## src/rowol_pkg.sv

```systemverilog
`timescale 1ns / 1ps
// Package for the ring of writes with offset lookup: port field widths and
// default sizes. No dependencies.
package rowol_pkg;

  // Fixed widths of the stream fields
  localparam int MODE_W     = 1;
  localparam int HANDLE_W   = 32;
  localparam int SIZE_W     = 16;
  localparam int OFFSET_W   = 20;
  localparam int SLOT_IDX_W = 4;
  localparam int BYTE_OFS_W = 16;

  // Packed stream widths, padded to whole bytes
  localparam int IN_TDATA_W  = 72;  // handle 32 + size 16 + offset 20 = 68
  localparam int OUT_TDATA_W = 56;  // slot 4 + handle 32 + byte offset 16 = 52

  // Default sizes of the ring
  localparam int DEF_SLOTS       = 10;
  localparam int DEF_SIZE_BITS   = 16;
  localparam int DEF_HANDLE_BITS = 32;

  // Item kinds carried on in_tuser
  localparam logic [MODE_W-1:0] MODE_ADD  = 1'b0;
  localparam logic [MODE_W-1:0] MODE_FIND = 1'b1;

endpackage

```

## src/rowol_ram.sv

```systemverilog
`timescale 1ns / 1ps
// Generic single-write, single-read RAM with a registered read port.
// No dependencies.
module rowol_ram #(
  parameter int WIDTH = 8,
  parameter int DEPTH = 16
) (
  input  logic                     clk,
  input  logic                     wr_en,
  input  logic [$clog2(DEPTH)-1:0] wr_addr,
  input  logic [WIDTH-1:0]         wr_data,
  input  logic                     rd_en,
  input  logic [$clog2(DEPTH)-1:0] rd_addr,
  output logic [WIDTH-1:0]         rd_data
);

  logic [WIDTH-1:0] mem [DEPTH];
  logic [WIDTH-1:0] rd_data_r;

  always_ff @(posedge clk) begin
    if (wr_en) begin
      mem[wr_addr] <= wr_data;
    end
    if (rd_en) begin
      rd_data_r <= mem[rd_addr];
    end
  end

  assign rd_data = rd_data_r;

endmodule

```

## src/ring_of_writes_with_offset_lookup.sv

```systemverilog
`timescale 1ns / 1ps
// Ring of SLOTS (handle, length) entries with a character-offset lookup.
// An add transfer writes its entry to the entry RAM and gives no result; a find
//   walks the ring one slot per cycle through the entry RAM read port and
//   holds in_tready low until its result enters the output register.
// Throughput: one add per cycle while no find walk is running.
// Reset (rst_n, synchronous, active low) clears the slot pointers, the full flag
//   and the per-slot valid bits, so every slot reads as handle 0, length 0.
module ring_of_writes_with_offset_lookup
  import rowol_pkg::*;
#(
  parameter int SLOTS       = DEF_SLOTS,
  parameter int SIZE_BITS   = DEF_SIZE_BITS,
  parameter int HANDLE_BITS = DEF_HANDLE_BITS
) (
  input  logic                   clk,
  input  logic                   rst_n,
  // Input channel
  input  logic                   in_tvalid,
  output logic                   in_tready,
  input  logic [IN_TDATA_W-1:0]  in_tdata,   // [31:0] entry_handle, [47:32] entry_size,
                                             // [67:48] char_pos, [71:68] zero
  input  logic [MODE_W-1:0]      in_tuser,   // [0] mode
  // Result channel
  output logic                   out_tvalid,
  input  logic                   out_tready,
  output logic [OUT_TDATA_W-1:0] out_tdata,  // [3:0] slot_index, [35:4] found_handle,
                                             // [51:36] byte_offset, [55:52] zero
  output logic                   out_tuser   // [0] found
);

  localparam int SLOT_W = $clog2(SLOTS);
  localparam int CNT_W  = $clog2(SLOTS + 1);
  localparam int RAM_W  = HANDLE_BITS + SIZE_BITS;
  // Running total never exceeds SLOTS * 2^SIZE_BITS
  localparam int TOT_W  = SIZE_BITS + SLOT_W + 1;
  localparam int CMP_W  = (TOT_W > OFFSET_W) ? TOT_W : OFFSET_W;

  // ---------------------------------------------------------------------------
  // Input unpack
  // ---------------------------------------------------------------------------
  logic                in_xfer;
  logic [HANDLE_W-1:0] in_handle;
  logic [SIZE_W-1:0]   in_size;
  logic [OFFSET_W-1:0] in_offset;

  assign in_xfer   = in_tvalid & in_tready;
  assign in_handle = in_tdata[HANDLE_W-1:0];
  assign in_size   = in_tdata[HANDLE_W+SIZE_W-1:HANDLE_W];
  assign in_offset = in_tdata[HANDLE_W+SIZE_W+OFFSET_W-1:HANDLE_W+SIZE_W];

  // ---------------------------------------------------------------------------
  // Ring pointers and per-slot valid bits
  // ---------------------------------------------------------------------------
  logic [SLOT_W-1:0] wslot_r, wslot_nxt;
  logic [SLOT_W-1:0] rslot_r, rslot_nxt;
  logic              full_r, full_nxt;
  logic [SLOTS-1:0]  vld_r, vld_nxt;
  logic              add_xfer, find_xfer;
  logic [SLOT_W-1:0] wslot_inc;

  assign add_xfer  = in_xfer && (in_tuser == MODE_ADD);
  assign find_xfer = in_xfer && (in_tuser == MODE_FIND);
  assign wslot_inc = (wslot_r == SLOT_W'(SLOTS - 1)) ? '0 : wslot_r + 1'b1;

  always_comb begin
    wslot_nxt = wslot_r;
    rslot_nxt = rslot_r;
    full_nxt  = full_r;
    vld_nxt   = vld_r;
    if (add_xfer) begin
      vld_nxt[wslot_r] = 1'b1;
      wslot_nxt        = wslot_inc;
      // Once the write slot catches the read slot, drag the read slot along
      if (wslot_inc == rslot_r || full_r) begin
        full_nxt  = 1'b1;
        rslot_nxt = wslot_inc;
      end
    end
  end

  // ---------------------------------------------------------------------------
  // Entry RAM: {handle, length} per slot
  // ---------------------------------------------------------------------------
  logic              rd_en;
  logic [SLOT_W-1:0] rd_addr;
  logic [RAM_W-1:0]  rd_data;
  logic [RAM_W-1:0]  wr_data;

  assign wr_data = {HANDLE_BITS'(in_handle), SIZE_BITS'(in_size)};

  rowol_ram #(
    .WIDTH (RAM_W),
    .DEPTH (SLOTS)
  ) u_entry_ram (
    .clk     (clk),
    .wr_en   (add_xfer),
    .wr_addr (wslot_r),
    .wr_data (wr_data),
    .rd_en   (rd_en),
    .rd_addr (rd_addr),
    .rd_data (rd_data)
  );

  // ---------------------------------------------------------------------------
  // Find walk: issue one slot read per cycle, evaluate the returned entry
  // the cycle after against the running total.
  // ---------------------------------------------------------------------------
  logic              walking_r, walking_nxt;
  logic [SLOT_W-1:0] issue_idx_r, issue_idx_nxt;
  logic [CNT_W-1:0]  issue_cnt_r, issue_cnt_nxt;
  logic              pend_r, pend_nxt;
  logic              pend_last_r, pend_last_nxt;
  logic              pend_vld_r, pend_vld_nxt;
  logic [SLOT_W-1:0] pend_idx_r, pend_idx_nxt;
  logic [CMP_W-1:0]  before_r, before_nxt;
  logic [OFFSET_W-1:0] offset_r, offset_nxt;

  logic [HANDLE_BITS-1:0] ent_handle;
  logic [SIZE_BITS-1:0]   ent_size;
  logic [CMP_W-1:0]       ent_end;
  logic [CMP_W-1:0]       ofs_wide;
  logic [CMP_W-1:0]       ofs_rel;
  logic                   hit, done, stall, issue;
  logic [SLOT_W-1:0]      issue_inc;

  // Slots never written since reset read as handle 0, length 0
  assign ent_handle = pend_vld_r ? rd_data[RAM_W-1:SIZE_BITS] : '0;
  assign ent_size   = pend_vld_r ? rd_data[SIZE_BITS-1:0] : '0;
  assign ent_end    = before_r + CMP_W'(ent_size);
  assign ofs_wide   = CMP_W'(offset_r);
  assign ofs_rel    = ofs_wide - before_r;

  assign hit   = pend_r && (ofs_wide < ent_end) && (ofs_wide >= before_r);
  assign done  = hit || (pend_r && pend_last_r);
  // Hold the walk while a finished result cannot enter the output register
  assign stall = done && out_tvalid && !out_tready;
  assign issue = walking_r && !done && (issue_cnt_r != CNT_W'(SLOTS));

  assign issue_inc = (issue_idx_r == SLOT_W'(SLOTS - 1)) ? '0 : issue_idx_r + 1'b1;
  assign rd_en     = issue;
  assign rd_addr   = issue_idx_r;
  assign in_tready = !walking_r;

  always_comb begin
    walking_nxt   = walking_r;
    issue_idx_nxt = issue_idx_r;
    issue_cnt_nxt = issue_cnt_r;
    pend_nxt      = pend_r;
    pend_last_nxt = pend_last_r;
    pend_vld_nxt  = pend_vld_r;
    pend_idx_nxt  = pend_idx_r;
    before_nxt    = before_r;
    offset_nxt    = offset_r;
    if (find_xfer) begin
      walking_nxt   = 1'b1;
      issue_idx_nxt = rslot_r;
      issue_cnt_nxt = '0;
      pend_nxt      = 1'b0;
      before_nxt    = '0;
      offset_nxt    = in_offset;
    end else if (walking_r && !stall) begin
      if (done) begin
        walking_nxt = 1'b0;
        pend_nxt    = 1'b0;
      end else begin
        // Zero-handle entries do not advance the running total
        if (pend_r && (ent_handle != '0)) begin
          before_nxt = ent_end;
        end
        pend_nxt = issue;
        if (issue) begin
          pend_idx_nxt  = issue_idx_r;
          pend_vld_nxt  = vld_r[issue_idx_r];
          pend_last_nxt = (issue_cnt_r == CNT_W'(SLOTS - 1));
          issue_idx_nxt = issue_inc;
          issue_cnt_nxt = issue_cnt_r + 1'b1;
        end
      end
    end
  end

  // ---------------------------------------------------------------------------
  // Output register
  // ---------------------------------------------------------------------------
  logic                  out_tvalid_r, out_tvalid_nxt;
  logic                  found_r, found_nxt;
  logic [SLOT_IDX_W-1:0] slot_r, slot_nxt;
  logic [HANDLE_W-1:0]   fhandle_r, fhandle_nxt;
  logic [BYTE_OFS_W-1:0] bofs_r, bofs_nxt;

  always_comb begin
    out_tvalid_nxt = out_tvalid_r;
    found_nxt      = found_r;
    slot_nxt       = slot_r;
    fhandle_nxt    = fhandle_r;
    bofs_nxt       = bofs_r;
    if (out_tvalid_r && out_tready) begin
      out_tvalid_nxt = 1'b0;
    end
    if (walking_r && done && !stall) begin
      out_tvalid_nxt = 1'b1;
      found_nxt      = hit;
      slot_nxt       = hit ? SLOT_IDX_W'(pend_idx_r) : '0;
      fhandle_nxt    = hit ? HANDLE_W'(ent_handle) : '0;
      bofs_nxt       = hit ? BYTE_OFS_W'(ofs_rel) : '0;
    end
  end

  always_ff @(posedge clk) begin
    if (!rst_n) begin
      wslot_r      <= '0;
      rslot_r      <= '0;
      full_r       <= 1'b0;
      vld_r        <= '0;
      walking_r    <= 1'b0;
      pend_r       <= 1'b0;
      out_tvalid_r <= 1'b0;
    end else begin
      wslot_r      <= wslot_nxt;
      rslot_r      <= rslot_nxt;
      full_r       <= full_nxt;
      vld_r        <= vld_nxt;
      walking_r    <= walking_nxt;
      pend_r       <= pend_nxt;
      out_tvalid_r <= out_tvalid_nxt;
    end
    issue_idx_r <= issue_idx_nxt;
    issue_cnt_r <= issue_cnt_nxt;
    pend_last_r <= pend_last_nxt;
    pend_vld_r  <= pend_vld_nxt;
    pend_idx_r  <= pend_idx_nxt;
    before_r    <= before_nxt;
    offset_r    <= offset_nxt;
    found_r     <= found_nxt;
    slot_r      <= slot_nxt;
    fhandle_r   <= fhandle_nxt;
    bofs_r      <= bofs_nxt;
  end

  assign out_tvalid = out_tvalid_r;
  assign out_tuser  = found_r;
  assign out_tdata  = {(OUT_TDATA_W - SLOT_IDX_W - HANDLE_W - BYTE_OFS_W)'(0),
                       bofs_r, fhandle_r, slot_r};

  // ---------------------------------------------------------------------------
  // Assertions
  // ---------------------------------------------------------------------------
  a_full_ptrs_equal : assert property (@(posedge clk) disable iff (!rst_n)
    full_r |-> (rslot_r == wslot_r))
    else $error("full ring with read slot apart from write slot");

  a_not_full_rslot_zero : assert property (@(posedge clk) disable iff (!rst_n)
    !full_r |-> (rslot_r == '0))
    else $error("read slot moved before ring filled");

  a_pend_in_walk : assert property (@(posedge clk) disable iff (!rst_n)
    pend_r |-> walking_r)
    else $error("pending entry outside a walk");

  a_walk_bounded : assert property (@(posedge clk) disable iff (!rst_n)
    walking_r |-> (issue_cnt_r <= CNT_W'(SLOTS)))
    else $error("walk issued more reads than slots");

  a_done_ends_walk : assert property (@(posedge clk) disable iff (!rst_n)
    (walking_r && done && !stall) |=> (!walking_r && out_tvalid_r))
    else $error("finished walk did not load a result");

endmodule

```

## config.mk

```make
export PLATFORM = sky130hd
export DESIGN_NAME = ring_of_writes_with_offset_lookup
export DESIGN_NICKNAME = d
export VERILOG_FILES = /design/src/rowol_pkg.sv /design/src/rowol_ram.sv /design/src/ring_of_writes_with_offset_lookup.sv
export SDC_FILE = /design/constraint.sdc
export NUM_CORES = 1
export LEC_CHECK = 0
export ABC_CLOCK_PERIOD_IN_PS = 9650
export CORE_ASPECT_RATIO = 1.1
export CORE_MARGIN = 4
export CORE_UTILIZATION = 50
export DETAILED_ROUTE_END_ITERATION = 7
export DONT_BUFFER_PORTS = 1
export GPL_ROUTABILITY_DRIVEN = 0
export HOLD_SLACK_MARGIN = 0.05
export PLACE_DENSITY_LB_ADDON = 0.1
export SETUP_SLACK_MARGIN = 0.4
export SLEW_MARGIN = 20
export SYNTH_ARGS = -nofsm -noshare
export SYNTH_HDL_FRONTEND = slang
export SYNTH_SLANG_ARGS = --single-unit
```

## constraint.sdc

```tcl
create_clock -name clk -period 9.65 [get_ports clk]
set_clock_uncertainty 0.2 [all_clocks]
set_input_delay 0.4825 -clock clk [delete_from_list [all_inputs] [get_ports clk]]
set_output_delay 0.4825 -clock clk [all_outputs]
set_load 0.005 [all_outputs]
```

# Yosys cells after proc, flatten, opt, wreduce, memory -nomap -nowiden

Memories as Yosys holds them, arrays and structs flattened. A register that Yosys moved wholly into a read port is not among the register bits.
Index checks and enable logic that the tools add are counted.
Widths: inputs -> output; s select.

$add $sub $neg: 5
Order comparisons: 5
Equality and inequality tests: 6
Muxes and demuxes: 20
Bitwise gates (word level): 6
Reduce and logical (&&, ||, !) cells: 33

Operator list:

| cell                | number |
|---|---|
| $mux 32             | 1 |
| $reduce_bool 32->1  | 1 |
| $mux 4              | 6 |
| $add 21x16->21      | 1 |
| $ge 20x21->1        | 1 |
| $lt 20x21->1        | 1 |
| $mux 16             | 1 |
| $sub 16x16->16      | 1 |
| $logic_and 1x1->1   | 15 |
| $add 4x1->4 const B | 3 |
| $eq 4x4->1 const B  | 3 |
| $lt 4x5->1 const B  | 2 |
| $mux 1              | 10 |
| $or 10x10->10       | 1 |
| $reduce_and 3->1    | 3 |
| $reduce_bool 2->1   | 4 |
| $bmux 1 s4          | 1 |
| $demux 1 s4         | 1 |
| $eq 4x4->1          | 1 |
| $ge 4x1->1 const B  | 1 |
| $logic_not 1->1     | 4 |
| $ne 4x4->1 const B  | 1 |
| $not 1->1           | 4 |
| $reduce_and 2->1    | 2 |
| 5 further kinds     | 6 |

Register bits: 130
Bits in writable memories: 480
Input port bits: 77
Output and inout bits: 59
Word-level logic and storage cells: 94
Memories: 1

Memory list:

| memory          | depth | width | rd ports | clocked after Yosys merged registers in | write ports | RTL line        | RTL |
|---|---|---|---|---|---|---|---|
| u_entry_ram.mem | 10    | 48    | 1        | 1                                       | 1           | rowol_ram.sv:17 | `logic [WIDTH-1:0] mem [DEPTH];` |

# Logic depth before layout (Yosys ltp)

Word-level depth: 13
Mapped depth: 24
Gate-level depth less buffers: 20

# Cells and area by module

A second synthesis with hierarchy kept.

Cell total of the unflattened synthesis: 1,765
Area, all modules: 27,562.7 sq um

By module, submodules not included:

| module                            | times used | cells an instance | area an instance (sq um) | seq. area each (sq um) |
|---|---|---|---|---|
| rowol_ram                         | 1          | 1,038             | 20,191.9                 | 15,855.2 |
| ring_of_writes_with_offset_lookup | 1          | 727               | 7,370.8                  | 3,433.3 |

# Worst setup path before layout

No wires, ideal clock.

Path type: reg2reg
From: register pend_vld_r
To: register bofs_r[0], enable pin
Library setup time: 0.464 ns
Data arrival time: 6.462 ns
Required time: 8.986 ns
Slack: 2.524 ns
Cell stages (with the launch flop): 25
Path buffers: 4
Period minus slack after synthesis: 7.126 ns
Cells stage by stage: edfxtp_1 > clkbuf_1 > clkbuf_1 > and2_1 > ha_1 > inv_1 > fa_1 > nand2b_1 > a21oi_1 > o31ai_1 > a31oi_1 > a21boi_0 > nor3_1 > xnor2_1 > ha_1 > a21o_1 > a21oi_1 > o21ai_0 > a21oi_1 > o22ai_2 > inv_2 > buf_2 > clkbuf_1 > a21oi_1 > nor2_1

Cells in the longest elaborated chain, start to end: 10
Elaborated cells between the ends (all ways): 11
Classes of those cells: add/sub (1); order compare (1); mux (1); reduce/logical (8)

RTL lines:

| element                           | RTL line                                 | RTL |
|---|---|---|
| from (decl)                       | ring_of_writes_with_offset_lookup.sv:114 | `logic pend_vld_r, pend_vld_nxt;` |
| from (signal assigned)            | ring_of_writes_with_offset_lookup.sv:231 | `pend_vld_r <= pend_vld_nxt;` |
| $mux 16 *                         | ring_of_writes_with_offset_lookup.sv:129 | `assign ent_size = pend_vld_r ? rd_data[SIZE_BITS-1:0] : '0;` |
| $add 21x16->21 *                  | ring_of_writes_with_offset_lookup.sv:130 | `assign ent_end = before_r + CMP_W'(ent_size);` |
| $lt 20x21->1 *                    | ring_of_writes_with_offset_lookup.sv:134 | `assign hit = pend_r && (ofs_wide < ent_end) && (ofs_wide >= before_r);` |
| $logic_and 1x1->1 * (2 in series) | ring_of_writes_with_offset_lookup.sv:134 |  |
| $logic_or 1x1->1 *                | ring_of_writes_with_offset_lookup.sv:135 | `assign done = hit \|\| (pend_r && pend_last_r);` |
| $logic_and 1x1->1 (2 in series)   | ring_of_writes_with_offset_lookup.sv:137 | `assign stall = done && out_tvalid && !out_tready;` |
| $logic_not 1->1                   | ring_of_writes_with_offset_lookup.sv:201 | `if (walking_r && done && !stall) begin` |
| $logic_and 1x1->1 *               | ring_of_writes_with_offset_lookup.sv:201 |  |
| to (signal assigned)              | ring_of_writes_with_offset_lookup.sv:238 | `bofs_r <= bofs_nxt;` |
| to (decl)                         | ring_of_writes_with_offset_lookup.sv:190 | `logic [BYTE_OFS_W-1:0] bofs_r, bofs_nxt;` |

Mark *: on every way between the ends. The rest lies on a longest branch, timed or not.
A chain may end at the register's enable or synchronous reset.

# Worst setup path after layout

From: register pend_vld_r
To: register fhandle_r[22], enable pin

Cells in the longest elaborated chain, start to end: 10
Elaborated cells between the ends (all ways): 11
Classes of those cells: add/sub (1); order compare (1); mux (1); reduce/logical (8)

RTL lines:

| element                           | RTL line                                 | RTL |
|---|---|---|
| $mux 16 *                         | ring_of_writes_with_offset_lookup.sv:129 |  |
| $add 21x16->21 *                  | ring_of_writes_with_offset_lookup.sv:130 |  |
| $lt 20x21->1 *                    | ring_of_writes_with_offset_lookup.sv:134 |  |
| $logic_and 1x1->1 * (2 in series) | ring_of_writes_with_offset_lookup.sv:134 |  |
| $logic_or 1x1->1 *                | ring_of_writes_with_offset_lookup.sv:135 |  |
| $logic_and 1x1->1 (2 in series)   | ring_of_writes_with_offset_lookup.sv:137 |  |
| $logic_not 1->1                   | ring_of_writes_with_offset_lookup.sv:201 |  |
| $logic_and 1x1->1 *               | ring_of_writes_with_offset_lookup.sv:201 |  |
| to (signal assigned)              | ring_of_writes_with_offset_lookup.sv:237 | `fhandle_r <= fhandle_nxt;` |
| to (decl)                         | ring_of_writes_with_offset_lookup.sv:189 | `logic [HANDLE_W-1:0] fhandle_r, fhandle_nxt;` |

Marked as above.

==> summary.md <==
| Metric | Value |
|---|---|
| Core box area | 53600 sq um |
| Syn Inst Count | 1598 |
| Root buffer selected by CTS | sky130_fd_sc_hd__clkbuf_16 |
| EDFF count, synth | 611 |
| Element type at the critical path end | flip-flop |
| First-pass iteration count of the detailed router | 7 |
| Worst reg2reg endpoint | fhandle_r[22] |
| Number of max-cap violations | 0 |
| Post-layout nets | 1820 |
| Worst relative slew slack | 27.7% |
| Post-Synthesis Mean Instance Area | ~17 sq um |
| End of the critical path | fhandle_r[22] |
| CTS Buf Count | 68 |
| Number of input and output port buffers inserted | 0 |
| Path depth of the worst reg2reg path | 23 |
| Syn Std Cell Area | 27000 sq um |
| Clock latency reported for the late side of the worst-skew pair | 610 ps |
| Effective utilization at floorplan | about half |
| Cell with the largest stage delay on the worst path | sky130_fd_sc_hd__inv_2 |
| Multi-input combinational cell area | 7300 sq um |
| Crit path largest cell delay | 840 ps |
| Count of instances resized after the clock tree is built | 0 |
| Worst path required time | about 9700 ps |
| Count of unresolved DRC violations after routing | 0 |
| WP data arrival | between 7000 and 8000 ps |
| Antenna violations before repair | 5 |
| Number of sinks driven by the clock tree | approximately 660 |
| DIE HEIGHT | between 200 and 300 um |
| Total Die Area | between 50000 and 60000 sq um |
| Finished Cell Area | 30900 sq um |
| Area added between synthesis and finish | 14.4% |
| Total power density per cell area | 207 nW/um^2 |
| Post-synth top area share | between 60% and 70% |
| First-pass GRT wire length | 90100 um |
| Result of the run | finished, final reports clean |
| Sequential cell area fraction in the yosys report | 71.5% |
| Maximum number of pins on one net before global-route repair | ~110 |
| Placed wire-length estimate | about 32000 um |
| Hold Path Class | input pin to flip-flop |
| Vias per cell | 5.83 |
| Buffers from clock root to sink, at most | 3 |
| YS warnings | 0 |
| H-tree levels | 3 |
| Post-detailed-route wirelength per cell | 23.9 um |
| Post-route setup TNS | 0 ps |
| Register-to-Register Setup Slack | 2380 ps |
| Type of element launching the critical path | flip-flop |
| CTS tree | yes |
| Number of violations reported at the end of detailed-routing iteration 0 | 1099 |
| Post-synthesis cell type with the largest combined area | sky130_fd_sc_hd__edfxtp_1 |
| Static Leak | 10.4 nW |
| Worst setup path category | flip-flop to flip-flop |
| Fraction of registers with async set or reset after synthesis | 0% |
| Proportion of layout cells with a drive suffix above 1 | 14.2% |
| Netlist cell types | 66 |
| FMAX | 138 MHz |
| Site row count | between 80 and 90 |
| Final Hold Fails | 0 |
| Minimum period implied by the final worst setup slack | 7270 ps |
| Synth area leaders | sky130_fd_sc_hd__edfxtp_1, sky130_fd_sc_hd__mux4_2, sky130_fd_sc_hd__dfxtp_1 |
| Area of placed instances | 27800 sq um |
| Final hold slack | 102 ps |
| Area taken by flip-flops and latches | around 19000 sq um |
| Dominant register cell in the synthesized netlist | sky130_fd_sc_hd__edfxtp_1 |
| Timing startpoint of the critical path | pend_vld_r |
| Final worst-path cycle share | 75.3% |
| Horiz. Die Dim | 229 um |
| Io pins | between 100 and 150 |
| Measured slew at the worst slew-check pin | 1080 ps |
| Final setup violation count | 0 |
| Number of register bits inferred by synthesis | approximately 660 |
| Total number of vias | approximately 14000 |
| Most common cell in the netlist | sky130_fd_sc_hd__edfxtp_1 |
| Startpoint of the most critical register-to-register path | pend_vld_r |
| Number of filler cells placed in the layout | 4027 |
| Routed wire length | a little under 60000 um |
| Maximum VDD drop | 166 uV |
| Clock-pin slew on the worst setup and hold paths | around 60 ps |
| Leading post-synthesis cells by instance count | sky130_fd_sc_hd__edfxtp_1, sky130_fd_sc_hd__mux4_2, sky130_fd_sc_hd__a21oi_1, sky130_fd_sc_hd__nor2_1, sky130_fd_sc_hd__and2_1 |
| Biggest fanout along the worst timing path | 58 |
| Pins over their slew limit | 0 |
| Number of global-route vias before repair | 14700 |
| Total global routing overflow | 0 |
| Most common cell on crit path | sky130_fd_sc_hd__a21oi_1 |
| Cells traversed along the worst timing path | buf_4, and2_1, ha_1, inv_1, fa_1, nand2b_1, a21oi_1, o31ai_1, a31oi_1, a21boi_0, nor3_1, xnor2_1, ha_1, a21o_1, a21oi_1, o21ai_0, a21oi_1, o22ai_2, buf_4, inv_2, a21oi_1, nor2_4, buf_4 |
| All-Layer GR Usage | 20.5% |
| Post-route ant nets | 0 |
| Unrepaired setup endpoints after global routing | false |
## stage by stage
stage	setup slack, ps	std cells	utilization [%]	power, mW
6_report	2380	2466	57.6	6.39
5_1_grt	1950	2465	57.6	6.64
4_1_cts	2440	2461	57.5	6.46
3_5_place_dp	2490	2268	52.0	3.75
3_3_place_gp	2510	2268	52.0	3.75
2_1_floorplan	2520	1601	-	3.62
## area by class of cell
| type | instances | share of cell area [%] |
|---|---|---|
| Antenna cell | 3 | 0.0243 |
| Clock buffer | 82 | 5.85 |
| Clock inverter | 40 | 1.48 |
| Inverter | 34 | 0.413 |
| Multi-Input combinational cell | 821 | 23.7 |
| Sequential cell | 658 | 62.5 |
| Tap cell | 728 | 2.95 |
| Timing Repair Buffer | 100 | 3.14 |
## where the power goes
group / leakage (nW) / switching, mW / internal, mW / total, mW
combinational: 3.34 / 0.300 / 0.214 / 0.514
sequential: 6.00 / 0.0335 / 3.19 / 3.22
clock: 1.10 / 1.08 / 1.58 / 2.66
total: 10.4 / 1.41 / 4.98 / 6.39
## logic make-up (layout without fill, tap and decap cells)
| logic type | Yosys count | count (layout) | share of synthesized area (%) |
|---|---|---|---|
| DFF | 658 | 658 | 71.5 |
| xor gates and xnor gates | 35 | 35 | 1.14 |
| buffers and inverters | 122 | 256 | 1.81 |
| and+or+nand+nor | 313 | 313 | 6.28 |
| adders and majority gates | 60 | 60 | 2.84 |
| muxes | 159 | 159 | 10.4 |
| AOI/OAI and AO/OA | 250 | 250 | 5.98 |
| other | 1 | 7 | 0.0139 |
## critical path: cells and delay by family (launching register included)
family                   cells  cell delay, ps
XOR/XNOR                     1             160
AND/OR/NAND/NOR              4            1020
AO/OA/AOI/OAI               10            2290
flip-flops                   1             350
adder cells (fa/ha/maj)      3             710
buffers and inverters        5            2100
## how the worst min path moves through the flow
stage	slack [ps]	startpoint	endpoint	depth (start not counted)
4_1_cts	70	in_tuser	wslot_r[3]	4
3_5_place_dp	260	vld_r[2]	vld_r[2]	2
3_3_place_gp	240	issue_idx_r[1]	pend_idx_r[1]	0
6_report	100	in_tuser	wslot_r[3]	4
5_1_grt	100	in_tuser	wslot_r[3]	4
2_1_floorplan	220	issue_idx_r[0]	pend_idx_r[0]	0
## registers in the layout, indices dropped and copies added (netlist names), 10 cells and up
signal,flops
fhandle_r,32
u_entry_ram.mem,480
vld_r,10
u_entry_ram.rd_data,48
bofs_r,16
before_r,21
offset_r,20
## timing repair
action / 4_1_cts / 5_1_grt
hold endpoints to repair: 503 / 0
buffers inserted: 0 / 0
hold buffers: 71 / 0
## layout by cell type, fill, tap and decap left out, types with 5 or more instances in the layout
cell | Yosys | routed
sky130_fd_sc_hd__clkinv_2 | 0 | 8
sky130_fd_sc_hd__a31oi_1 | 21 | 21
sky130_fd_sc_hd__and2_1 | 66 | 66
sky130_fd_sc_hd__dlygate4sd3_1 | 0 | 71
sky130_fd_sc_hd__nor3_1 | 16 | 13
sky130_fd_sc_hd__xor2_1 | 19 | 19
sky130_fd_sc_hd__ha_1 | 58 | 58
sky130_fd_sc_hd__nor2_1 | 70 | 62
sky130_fd_sc_hd__o21ai_0 | 26 | 26
sky130_fd_sc_hd__o21a_1 | 13 | 13
sky130_fd_sc_hd__nand3_1 | 10 | 10
sky130_fd_sc_hd__a211oi_1 | 56 | 56
sky130_fd_sc_hd__xnor2_1 | 16 | 16
sky130_fd_sc_hd__nand2b_1 | 10 | 10
sky130_fd_sc_hd__nor4_1 | 26 | 26
sky130_fd_sc_hd__buf_4 | 4 | 26
sky130_fd_sc_hd__edfxtp_1 | 611 | 611
sky130_fd_sc_hd__clkbuf_16 | 0 | 69
sky130_fd_sc_hd__mux2i_1 | 61 | 61
sky130_fd_sc_hd__mux4_2 | 98 | 98
sky130_fd_sc_hd__o31ai_1 | 5 | 5
sky130_fd_sc_hd__nand4_1 | 11 | 11
sky130_fd_sc_hd__dfxtp_1 | 47 | 47
sky130_fd_sc_hd__nor2b_1 | 9 | 9
sky130_fd_sc_hd__clkbuf_1 | 60 | 10
sky130_fd_sc_hd__a21o_1 | 16 | 16
sky130_fd_sc_hd__nand2_1 | 38 | 38
sky130_fd_sc_hd__and3_1 | 35 | 35
sky130_fd_sc_hd__a21oi_1 | 84 | 84
sky130_fd_sc_hd__clkinv_1 | 0 | 13
sky130_fd_sc_hd__nor2_4 | 0 | 8
sky130_fd_sc_hd__bufinv_16 | 0 | 9
sky130_fd_sc_hd__inv_1 | 33 | 33
## layer usage
layer | vias to the layer above | wire [um] | GRT usage (%)
li1 | 6508 | - | -
met1 | 7389 | 25700 | 28.3
met2 | 396 | 29000 | 34.2
met3 | 76 | 3330 | 3.67
met4 | 4 | 984 | 5.29
met5 | - | 27 | 0
No activity file was read; power rests on OpenSTA's default activity.
